==> src/rtl/core/capt_pkg.sv <==
`timescale 1ns / 1ps

package capt_pkg;

    // Configuration port
    localparam int CFG_IDX_W  = 2;
    localparam int CFG_DATA_W = 28;

    // Register indexes
    localparam logic [CFG_IDX_W-1:0] REG_TIMER_CLOCK_HZ = 2'd0;
    localparam logic [CFG_IDX_W-1:0] REG_PULSES_PER_REV = 2'd1;
    localparam logic [CFG_IDX_W-1:0] REG_COUNTER_TOP    = 2'd2;

    // Field widths
    localparam int CLK_W  = 28;
    localparam int PPR_W  = 8;
    localparam int TOP_W  = 16;
    localparam int CAP_W  = 16;
    localparam int RPM_W  = 16;
    localparam int OVF_W  = 16;

    // Datapath widths: period in ticks, divisor, dividend (clock * 60), divider step count
    localparam int STEPS_W = 32;
    localparam int DEN_W   = STEPS_W + PPR_W;
    localparam int NUM_W   = 34;
    localparam int CNT_W   = 6;

    // Reset values of the registers
    localparam logic [CLK_W-1:0] CLK_RESET = 28'd108000000;
    localparam logic [PPR_W-1:0] PPR_RESET = 8'd7;
    localparam logic [TOP_W-1:0] TOP_RESET = 16'hFFFF;

    localparam logic [OVF_W-1:0] OVF_MAX = {OVF_W{1'b1}};
    localparam logic [RPM_W-1:0] RPM_MAX = {RPM_W{1'b1}};

endpackage

==> src/rtl/core/capture_tachometer_rpm.sv <==
// capture_tachometer_rpm: shaft speed from the period between tachometer edges.
//
// Input channel (i_in_valid / o_in_stall): one timer event per word. An
// overflow event (i_event_kind 0) counts a counter wrap; a capture event
// (i_event_kind 1) carries the latched counter value in i_capture_value.
// Output channel (o_out_valid / i_out_stall): one word per event, holding
// the current speed in o_rpm and o_rpm_updated set when this event made it.
// Configuration: plain write port, i_cfg_we with i_cfg_index and i_cfg_data;
// write only while the block is idle.
// Steps: an overflow event goes straight on to the output register; a
// capture runs three setup steps (ticks to the edge, difference, divisor
// product) and then a one-bit-per-cycle restoring divider that forms
// clock * 60 / (pulses * period). One event is in work at a time: no new
// one is taken until the last has been loaded into the output register.
// o_in_stall is high while an event is in work. A finished word sits in
// the output register; if the receiver stalls, the next event is still
// taken and runs up to the point of delivery, then waits for the register.
// Reset (synchronous, active low) clears overflow count, last capture and
// held speed, and reloads the register defaults.
`timescale 1ns / 1ps

module capture_tachometer_rpm (
    input  logic                            i_clk,
    input  logic                            i_rst_n,
    input  logic                            i_cfg_we,
    input  logic [capt_pkg::CFG_IDX_W-1:0]  i_cfg_index,
    input  logic [capt_pkg::CFG_DATA_W-1:0] i_cfg_data,
    input  logic                            i_in_valid,
    output logic                            o_in_stall,
    input  logic                            i_event_kind,
    input  logic [capt_pkg::CAP_W-1:0]      i_capture_value,
    output logic                            o_out_valid,
    input  logic                            i_out_stall,
    output logic [capt_pkg::RPM_W-1:0]      o_rpm,
    output logic                            o_rpm_updated
);
    import capt_pkg::*;

    typedef enum logic [2:0] {
        S_IDLE,
        S_BASE,
        S_STEPS,
        S_DEN,
        S_DIV,
        S_DONE
    } t_state;

    t_state r_state;

    // Configuration registers
    logic [CLK_W-1:0] r_clk_hz;
    logic [PPR_W-1:0] r_ppr;
    logic [TOP_W-1:0] r_top;

    // Persistent state
    logic [OVF_W-1:0] r_ovf;
    logic [CAP_W-1:0] r_last;
    logic [RPM_W-1:0] r_held;

    // Working registers
    logic [CAP_W-1:0]   r_cap;
    logic [STEPS_W-1:0] r_base;
    logic [STEPS_W-1:0] r_steps;
    logic               r_gt;
    logic [DEN_W-1:0]   r_den;
    logic [DEN_W-1:0]   r_rem;
    logic [NUM_W-1:0]   r_quo;
    logic [CNT_W-1:0]   r_cnt;
    logic               r_upd;

    // Output register
    logic               r_out_valid;
    logic [RPM_W-1:0]   r_rpm;
    logic               r_rpm_updated;

    logic               in_take;
    logic               out_free;
    logic [PPR_W-1:0]   ppr_eff;
    logic [NUM_W-1:0]   num;
    logic [DEN_W:0]     rem_sh;
    logic               fits;
    logic [DEN_W-1:0]   n_rem;
    logic [NUM_W-1:0]   n_quo;
    logic [RPM_W-1:0]   n_rpm_sat;

    assign in_take  = i_in_valid && (r_state == S_IDLE);
    assign out_free = !r_out_valid || !i_out_stall;

    // Zero pulses per revolution counts as one
    assign ppr_eff = (r_ppr == '0) ? PPR_W'(1) : r_ppr;

    // clock * 60 as (clock << 6) - (clock << 2)
    assign num = ({{(NUM_W-CLK_W){1'b0}}, r_clk_hz} << 6)
               - ({{(NUM_W-CLK_W){1'b0}}, r_clk_hz} << 2);

    // One restoring divider step: shift in the next dividend bit, subtract if it fits
    assign rem_sh    = {r_rem, r_quo[NUM_W-1]};
    assign fits      = rem_sh >= {1'b0, r_den};
    assign n_rem     = fits ? DEN_W'(rem_sh - {1'b0, r_den}) : DEN_W'(rem_sh);
    assign n_quo     = {r_quo[NUM_W-2:0], fits};
    assign n_rpm_sat = (|n_quo[NUM_W-1:RPM_W]) ? RPM_MAX : n_quo[RPM_W-1:0];

    always_ff @(posedge i_clk) begin
        if (!i_rst_n) begin
            r_state       <= S_IDLE;
            r_clk_hz      <= CLK_RESET;
            r_ppr         <= PPR_RESET;
            r_top         <= TOP_RESET;
            r_ovf         <= '0;
            r_last        <= '0;
            r_held        <= '0;
            r_out_valid   <= 1'b0;
            r_upd         <= 1'b0;
            r_gt          <= 1'b0;
            r_cnt         <= '0;
        end else begin
            // Register writes; indexes past the list are dropped
            if (i_cfg_we) begin
                case (i_cfg_index)
                    REG_TIMER_CLOCK_HZ: r_clk_hz <= i_cfg_data[CLK_W-1:0];
                    REG_PULSES_PER_REV: r_ppr    <= i_cfg_data[PPR_W-1:0];
                    REG_COUNTER_TOP:    r_top    <= i_cfg_data[TOP_W-1:0];
                    default: ;
                endcase
            end

            // Drop the output word once the receiver takes it; in S_DONE the
            // load below decides the valid bit
            if (r_out_valid && !i_out_stall && (r_state != S_DONE)) begin
                r_out_valid <= 1'b0;
            end

            case (r_state)
                S_IDLE: begin
                    if (in_take) begin
                        r_cap <= i_capture_value;
                        if (i_event_kind) begin
                            r_state <= S_BASE;
                        end else begin
                            // Count the wrap, saturating
                            if (r_ovf != OVF_MAX) begin
                                r_ovf <= r_ovf + OVF_W'(1);
                            end
                            r_upd   <= 1'b0;
                            r_state <= S_DONE;
                        end
                    end
                end
                S_BASE: begin
                    // Ticks up to this edge: wraps times period plus capture
                    r_base  <= STEPS_W'(r_ovf) * STEPS_W'({1'b0, r_top} + 17'd1)
                             + STEPS_W'(r_cap);
                    r_state <= S_STEPS;
                end
                S_STEPS: begin
                    r_gt    <= r_base > STEPS_W'(r_last);
                    r_steps <= r_base - STEPS_W'(r_last);
                    r_ovf   <= '0;
                    r_last  <= r_cap;
                    r_state <= S_DEN;
                end
                S_DEN: begin
                    if (r_gt) begin
                        r_den   <= DEN_W'(ppr_eff) * DEN_W'(r_steps);
                        r_rem   <= '0;
                        r_quo   <= num;
                        r_cnt   <= CNT_W'(NUM_W - 1);
                        r_state <= S_DIV;
                    end else begin
                        // Period not positive: keep the held speed
                        r_upd   <= 1'b0;
                        r_state <= S_DONE;
                    end
                end
                S_DIV: begin
                    r_rem <= n_rem;
                    r_quo <= n_quo;
                    r_cnt <= r_cnt - CNT_W'(1);
                    if (r_cnt == '0) begin
                        r_held  <= n_rpm_sat;
                        r_upd   <= 1'b1;
                        r_state <= S_DONE;
                    end
                end
                S_DONE: begin
                    // Hold until the output register is free
                    if (out_free) begin
                        r_out_valid   <= 1'b1;
                        r_rpm         <= r_held;
                        r_rpm_updated <= r_upd;
                        r_state       <= S_IDLE;
                    end
                end
                default: r_state <= S_IDLE;
            endcase
        end
    end

    assign o_in_stall    = (r_state != S_IDLE);
    assign o_out_valid   = r_out_valid;
    assign o_rpm         = r_rpm;
    assign o_rpm_updated = r_rpm_updated;

endmodule

==> config.mk <==
export PLATFORM = sky130hd
export DESIGN_NAME = capture_tachometer_rpm
export DESIGN_NICKNAME = d
export VERILOG_FILES = /design/src/rtl/core/capt_pkg.sv /design/src/rtl/core/capture_tachometer_rpm.sv
export SDC_FILE = /design/constraint.sdc
export NUM_CORES = 2
export LEC_CHECK = 0
export ABC_AREA = 1
export BUFFER_PORTS_ARGS = -buffer_cell sky130_fd_sc_hd__buf_2
export CAP_MARGIN = 30
export CORE_UTILIZATION = 51
export CTS_CLUSTER_SIZE = 24
export DETAILED_ROUTE_END_ITERATION = 10
export PLACE_DENSITY_LB_ADDON = 0.15
export SLEW_MARGIN = 20
export SYNTH_ARGS = -nofsm -noshare
export SYNTH_HDL_FRONTEND = slang
export SYNTH_SLANG_ARGS = --single-unit
==> constraint.sdc <==
create_clock -name i_clk -period 6.4 [get_ports i_clk]
set_input_delay 0.32 -clock i_clk [delete_from_list [all_inputs] [get_ports i_clk]]
set_output_delay 0.32 -clock i_clk [all_outputs]
set_load 0.03 [all_outputs]
After elaboration in Yosys (flattened, before gate mapping) --
Cells that the tools add are included.
Word-level totals: flip-flop bits (word level) 323, output and inout port bits 19, word-level logic and storage cells 102
Cells by class: multiply operators 2, order comparisons 2, muxes and demuxes 27, add/subtract/negate cells 7, eq/ne operators 16, reduce and logical (&&, ||, !) cells 29
Operator list (count):
- $mux W40 | 2
- $pmux W40 S2 | 1
- $pmux W34 S2 | 1
- $mux W16 | 4
- $ge A41 B40 Y1 | 1
- $mul A8 B32 Y40 | 1
- $sub A40 B40 Y40 | 1
- $mux W34 | 1
- $sub A34 B30 Y34 | 1
- $add A32 B16 Y32 | 1
- $gt A32 B16 Y1 | 1
- $mul A16 B17 Y32 | 1
- $pmux W16 S2 | 1
- $sub A32 B16 Y32 | 1
- $pmux W3 S6 | 1
- $reduce_or A18 Y1 | 1
- $add A16 B1 Y17 const B | 1
- $add A16 B1 Y16 const B | 1
- $ne A16 B16 Y1 const B | 1
- $reduce_and A3 Y1 | 5
- $reduce_and A2 Y1 | 7
- $mux W3 | 4
- $ne A2 B2 Y1 const B | 6
- $pmux W6 S2 | 1
- other kinds (23) | 37

Logic depth before layout (Yosys ltp) --
word-level depth 6, mapped depth 31, mapped depth without buffers 31

Worst setup path before layout --
No wires, ideal clock.
kind register -> register, start point register r_top[0], end point register r_base[28], data pin, setup time 0.253 ns, cell stages (with the launch flop) 28, slack 0.271 ns, data arrival time 5.876 ns, buffers on the path 1, cells stage by stage dfxtp_1 -> ha_1 -> nand4_1 -> nor2_2 -> nand3_1 -> inv_1 -> nand4_1 -> nand2_1 -> clkbuf_1 -> nor2_1 -> fa_1 -> inv_1 -> fa_1 -> fa_1 -> fa_1 -> inv_1 -> fa_1 -> inv_1 -> fa_1 -> inv_1 -> ha_1 -> nand2_1 -> nor2_1 -> inv_1 -> o21ai_0 -> nand3_1 -> nand4_1 -> nand2_1
On the way: cells in the longest elaborated chain, start to end 3
Ends and longest elaborated chain:
- start, declared | line capture_tachometer_rpm.sv:53 | logic [TOP_W-1:0] r_top;
- start signal, assigned | line capture_tachometer_rpm.sv:122 | REG_COUNTER_TOP: r_top <= i_cfg_data[TOP_W-1:0];
- $add A16 B1 Y17 | line capture_tachometer_rpm.sv:151 | r_base <= STEPS_W'(r_ovf) * STEPS_W'({1'b0, r_top} + 17'd1)
- $mul A16 B17 Y32 | line capture_tachometer_rpm.sv:151
- $add A32 B16 Y32 | line capture_tachometer_rpm.sv:152 | + STEPS_W'(r_cap);
- end signal, assigned | line capture_tachometer_rpm.sv:151
- end, declared | line capture_tachometer_rpm.sv:62 | logic [STEPS_W-1:0] r_base;
No other way between the ends. A chain may end at the register's enable or synchronous reset.

Worst setup path after layout --
start point register r_top[0], end point register r_base[24], data pin
The elaborated chain is that of the path after synthesis.

==> results_tabular.tex <==
\begin{tabular}{lr}
\hline
Metric & Value \\
\hline
\multicolumn{2}{l}{\textbf{Critical path}} \\
Kind of critical path & flip-flop to flip-flop \\
Most common cell on crit path & fa\_1 \\
Combined buffer and inverter count along the critical path & 5 \\
Largest fanout of any net on the critical path & 5 \\
Nature of the critical path endpoint & flip-flop \\
Type of element launching the critical path & flip-flop \\
Top delay family on crit path & adder cells \\
Worst endpoint required time & 6.73 ns \\
Library cell contributing the largest single delay on the critical path & fa\_1 \\
Longest individual stage delay on the worst path & 0.56 ns \\
Endpoint arrival time on the critical path & 6.50 ns \\
\multicolumn{2}{l}{\textbf{Floorplanning}} \\
DIE WIDTH & 273 um \\
Placement row count & 98 \\
Area inside the core boundary & 72000 um2 \\
Chip height & 273 um \\
I/O pin count & 71 \\
Total die area & 74400 um2 \\
Initial cell density of the core & 0.520 \\
\multicolumn{2}{l}{\textbf{Placement}} \\
Placed standard-cell area & 39100 um2 \\
Detailed-placement wirelength estimate & 87.7 mm \\
Gpl congestion & 0.975 \\
Port Buffer Count & 70 \\
\multicolumn{2}{l}{\textbf{Power and ir drop}} \\
VDD IR-drop max & 0.000218 V \\
Leakage power & 21.8 nW \\
Power Density & 297 nW/um2 \\
\multicolumn{2}{l}{\textbf{Global routing}} \\
Global-route wire length before repair & 171 mm \\
Antenna violations before repair & 0 \\
Combined global-route utilization of all metal layers & 0.294 \\
Number of global-route vias before repair & 31464 \\
Maximum number of pins on one net before global-route repair & 82 \\
Total gr overflow & 0 \\
\multicolumn{2}{l}{\textbf{Clocking}} \\
Register clock-pin slew on the reported worst setup and hold paths & 0.06 ns \\
TritonCTS clock tree & built \\
H-tree level count & 2 \\
Clock buffers created by TritonCTS & 40 \\
CTS Sinks & 323 \\
Insertion delay of the later-clocked pin in the worst-skew pair & 0.58 ns \\
Root Buffer & clkbuf\_16 \\
Buffer levels on the longest clock path & 3 \\
\multicolumn{2}{l}{\textbf{Timing}} \\
Timing-limited maximum frequency & 162 MHz \\
Minimum clock period after layout & 6.16 ns \\
Fin. Hold Viols & 0 \\
Actual transition at the worst max-transition pin & 0.882 ns \\
\# setup viols final & 0 \\
Setup TNS Final & 0 ns \\
Worst Skew & 0.0250 ns \\
Final-report max-slew violation count & 0 \\
Worst max-slew margin expressed relative to the limit & 0.412 \\
Unrepaired setup endpoints after global routing & true \\
Final cycle utilization of the critical path & 0.963 \\
\multicolumn{2}{l}{\textbf{Logic synthesis}} \\
Combined area of all synthesized cells & 37400 um2 \\
Flip-flop and latch count after synthesis & 323 \\
Netlist cell types & 57 \\
Cell with the most instances after synthesis & nand2\_1 \\
Leading post-synthesis cells by cell area & fa\_1 22\%, edfxtp\_1 17\%, nand2\_1 13\% \\
Synth top cells by count & 1270 x nand2\_1, 1163 x inv\_1, 537 x nor2\_1, 405 x fa\_1, 249 x ha\_1 \\
Area share of the largest cell type after synthesis & 0.217 \\
Synthesis Warnings & 0 \\
Instance count of the mapped netlist & 5046 \\
Post-synth top area cell & fa\_1 \\
Async S/R FF share, synth & 0 \\
EDFF count, synth & 211 \\
Most used flip-flop cell after synthesis & edfxtp\_1 \\
Syn\_nets & 5752 \\
Sequential-to-total area share from yosys stat & 0.229 \\
Mean instance size in the synthesized netlist & 7.41 um2 \\
\multicolumn{2}{l}{\textbf{Detailed routing}} \\
Number of antenna-violating nets in the routed design & 0 \\
WL/cell & 17.4 um \\
DR vias/cell & 5.20 \\
Total number of vias & 31873 \\
Iteration-0 DRC count of the detailed router & 2539 \\
Total detailed-routing wirelength & 107 mm \\
Number of detailed-route iterations in the first pass & 7 \\
Post-route DRC violation count & 0 \\
\multicolumn{2}{l}{\textbf{Min path}} \\
Worst min path class & input pin to flip-flop \\
\multicolumn{2}{l}{\textbf{Final layout}} \\
Final instance area & 41100 um2 \\
Area added between synthesis and finish & 9.82\% \\
Fraction of layout instances using a drive strength above 1 & 0.0785 \\
Nets & 5860 \\
Layout fillers & 6939 \\
Diodes inserted & 0 \\
Footprint of the flip-flops and latches & 8580 um2 \\
Area taken by multi-input logic gates & 24100 um2 \\
\multicolumn{2}{l}{\textbf{Job}} \\
Number of max-capacitance violations reported & 0 \\
\multicolumn{2}{l}{\textbf{Status}} \\
Outcome & complete, no violations \\
\hline
\end{tabular}
==> final timing paths <==
kind / start / to / slack [ns] / cells after the start
worst max-delay path: r_top[0] / r_base[24] / 0.24 / 25
worst min-delay path: i_cfg_data[13] / r_top[13] / 0.02 / 3
worst max register to register: r_top[0] / r_base[24] / 0.24 / 25
worst min register to register: r_held[5] / o_rpm[5] / 0.43 / 0
==> cell usage in the layout, fill, tap and decap left out, types with 17 or more instances in the layout <==
cell / synthesis / routed
a21oi_1: 181 / 174
a31oi_1: 17 / 17
buf_2: 19 / 70
buf_4: 3 / 107
clkbuf_16: 0 / 41
dfxtp_1: 112 / 109
dlygate4sd3_1: 0 / 25
edfxtp_1: 211 / 211
fa_1: 405 / 403
ha_1: 249 / 238
inv_1: 1163 / 1153
inv_2: 17 / 23
nand2_1: 1270 / 1261
nand3_1: 173 / 170
nand4_1: 50 / 50
nor2_1: 537 / 524
nor2_2: 18 / 27
nor3_1: 44 / 37
o211ai_1: 30 / 30
o21ai_0: 151 / 143
xnor2_1: 51 / 51
xor2_1: 64 / 64
==> cell families after synthesis <==
kind of cell,share of synthesized area
AO/OA/AOI/OAI,0.0677
XOR/XNOR,0.0274
adder cells (fa/ha/maj),0.300
buffers and inverters,0.137
flip-flops,0.229
AND/OR/NAND/NOR,0.239
==> per-stage QoR <==
| stage | power [mW] | hold slack [ns] | cells | worst slack, ns | utilization |
|---|---|---|---|---|---|
| final | 12.2 | 0.0234 | 6135 | 0.235 | 0.571 |
| after global routing | 13.2 | 0.0132 | 6135 | -0.0450 | 0.571 |
| after CTS | 12.1 | 0.00118 | 6127 | 0.0150 | 0.565 |
| after detailed placement | 9.81 | 0.416 | 6029 | -0.113 | 0.544 |
| after global placement | 9.78 | 0.412 | 6028 | 0.0208 | 0.543 |
| after floorplan | 7.75 | 0.403 | 5046 | 0.271 | - |
==> what timing repair did <==
item                                    in CTS  in global routing
hold endpoints to repair                    25                  0
resized for setup                            5                 83
pin swaps                                    0                 28
cloned                                       0                  0
endpoints found under the setup margin       8                 20
setup buffers                                0                  7
hold buffers                                25                  0
==> flip-flops by register name (all words and copies together), names as in the netlist <==
register,cells
r_ppr,8
r_upd,1
r_rem,40
r_gt,1
o_out_valid,1
r_cap,16
r_cnt,6
r_top,16
r_held,16
o_rpm_updated,1
r_state,3
r_steps,32
r_quo,34
o_rpm,16
r_den,40
r_clk_hz,28
r_base,32
r_ovf,16
r_last,16
==> final cells by class <==
| type | instances | share of cell area |
|---|---|---|
| clock buffer | 52 | 0.0272 |
| clock inverter | 21 | 0.00420 |
| inverter | 1186 | 0.109 |
| multi-input combinational | 3396 | 0.586 |
| sequential | 323 | 0.209 |
| tap | 950 | 0.0289 |
| timing repair buffer | 207 | 0.0362 |
==> where the power goes <==
group | leakage, nW | internal [mW] | switching (mW)
clock | 0.628 | 1.29 | 0.960
sequential | 2.85 | 2.81 | 0.237
combinational | 18.3 | 2.31 | 4.58
total | 21.8 | 6.41 | 5.77
==> worst reg2reg max path, cell delays in order (launching register included) <==
cell and delay (ns):
dfxtp_2 0.36, buf_4 0.13, inv_2 0.04, nor2_2 0.11, buf_4 0.14, nand2_1 0.10, nor4_2 0.20, nand2_1 0.27
nand2_2 0.15, nor2_1 0.06, fa_1 0.56, inv_1 0.05, fa_1 0.48, inv_1 0.06, fa_1 0.49, fa_1 0.56
fa_1 0.43, fa_1 0.46, ha_1 0.33, a21oi_1 0.28, o21ai_1 0.15, nor2_1 0.15, nand3_2 0.12, nand2_1 0.07
nand2_1 0.06, xor2_1 0.14
==> routing by layer <==
layer / GRT usage / part of all wire / up-vias
met5: 0 / 0 / -
met4: 0.104 / 0.035 / 0
met3: 0.0314 / 0.056 / 192
met2: 0.499 / 0.48 / 964
met1: 0.388 / 0.43 / 15185
li1: - / - / 15532
Note: power is estimated with default switching activity, not from simulation.
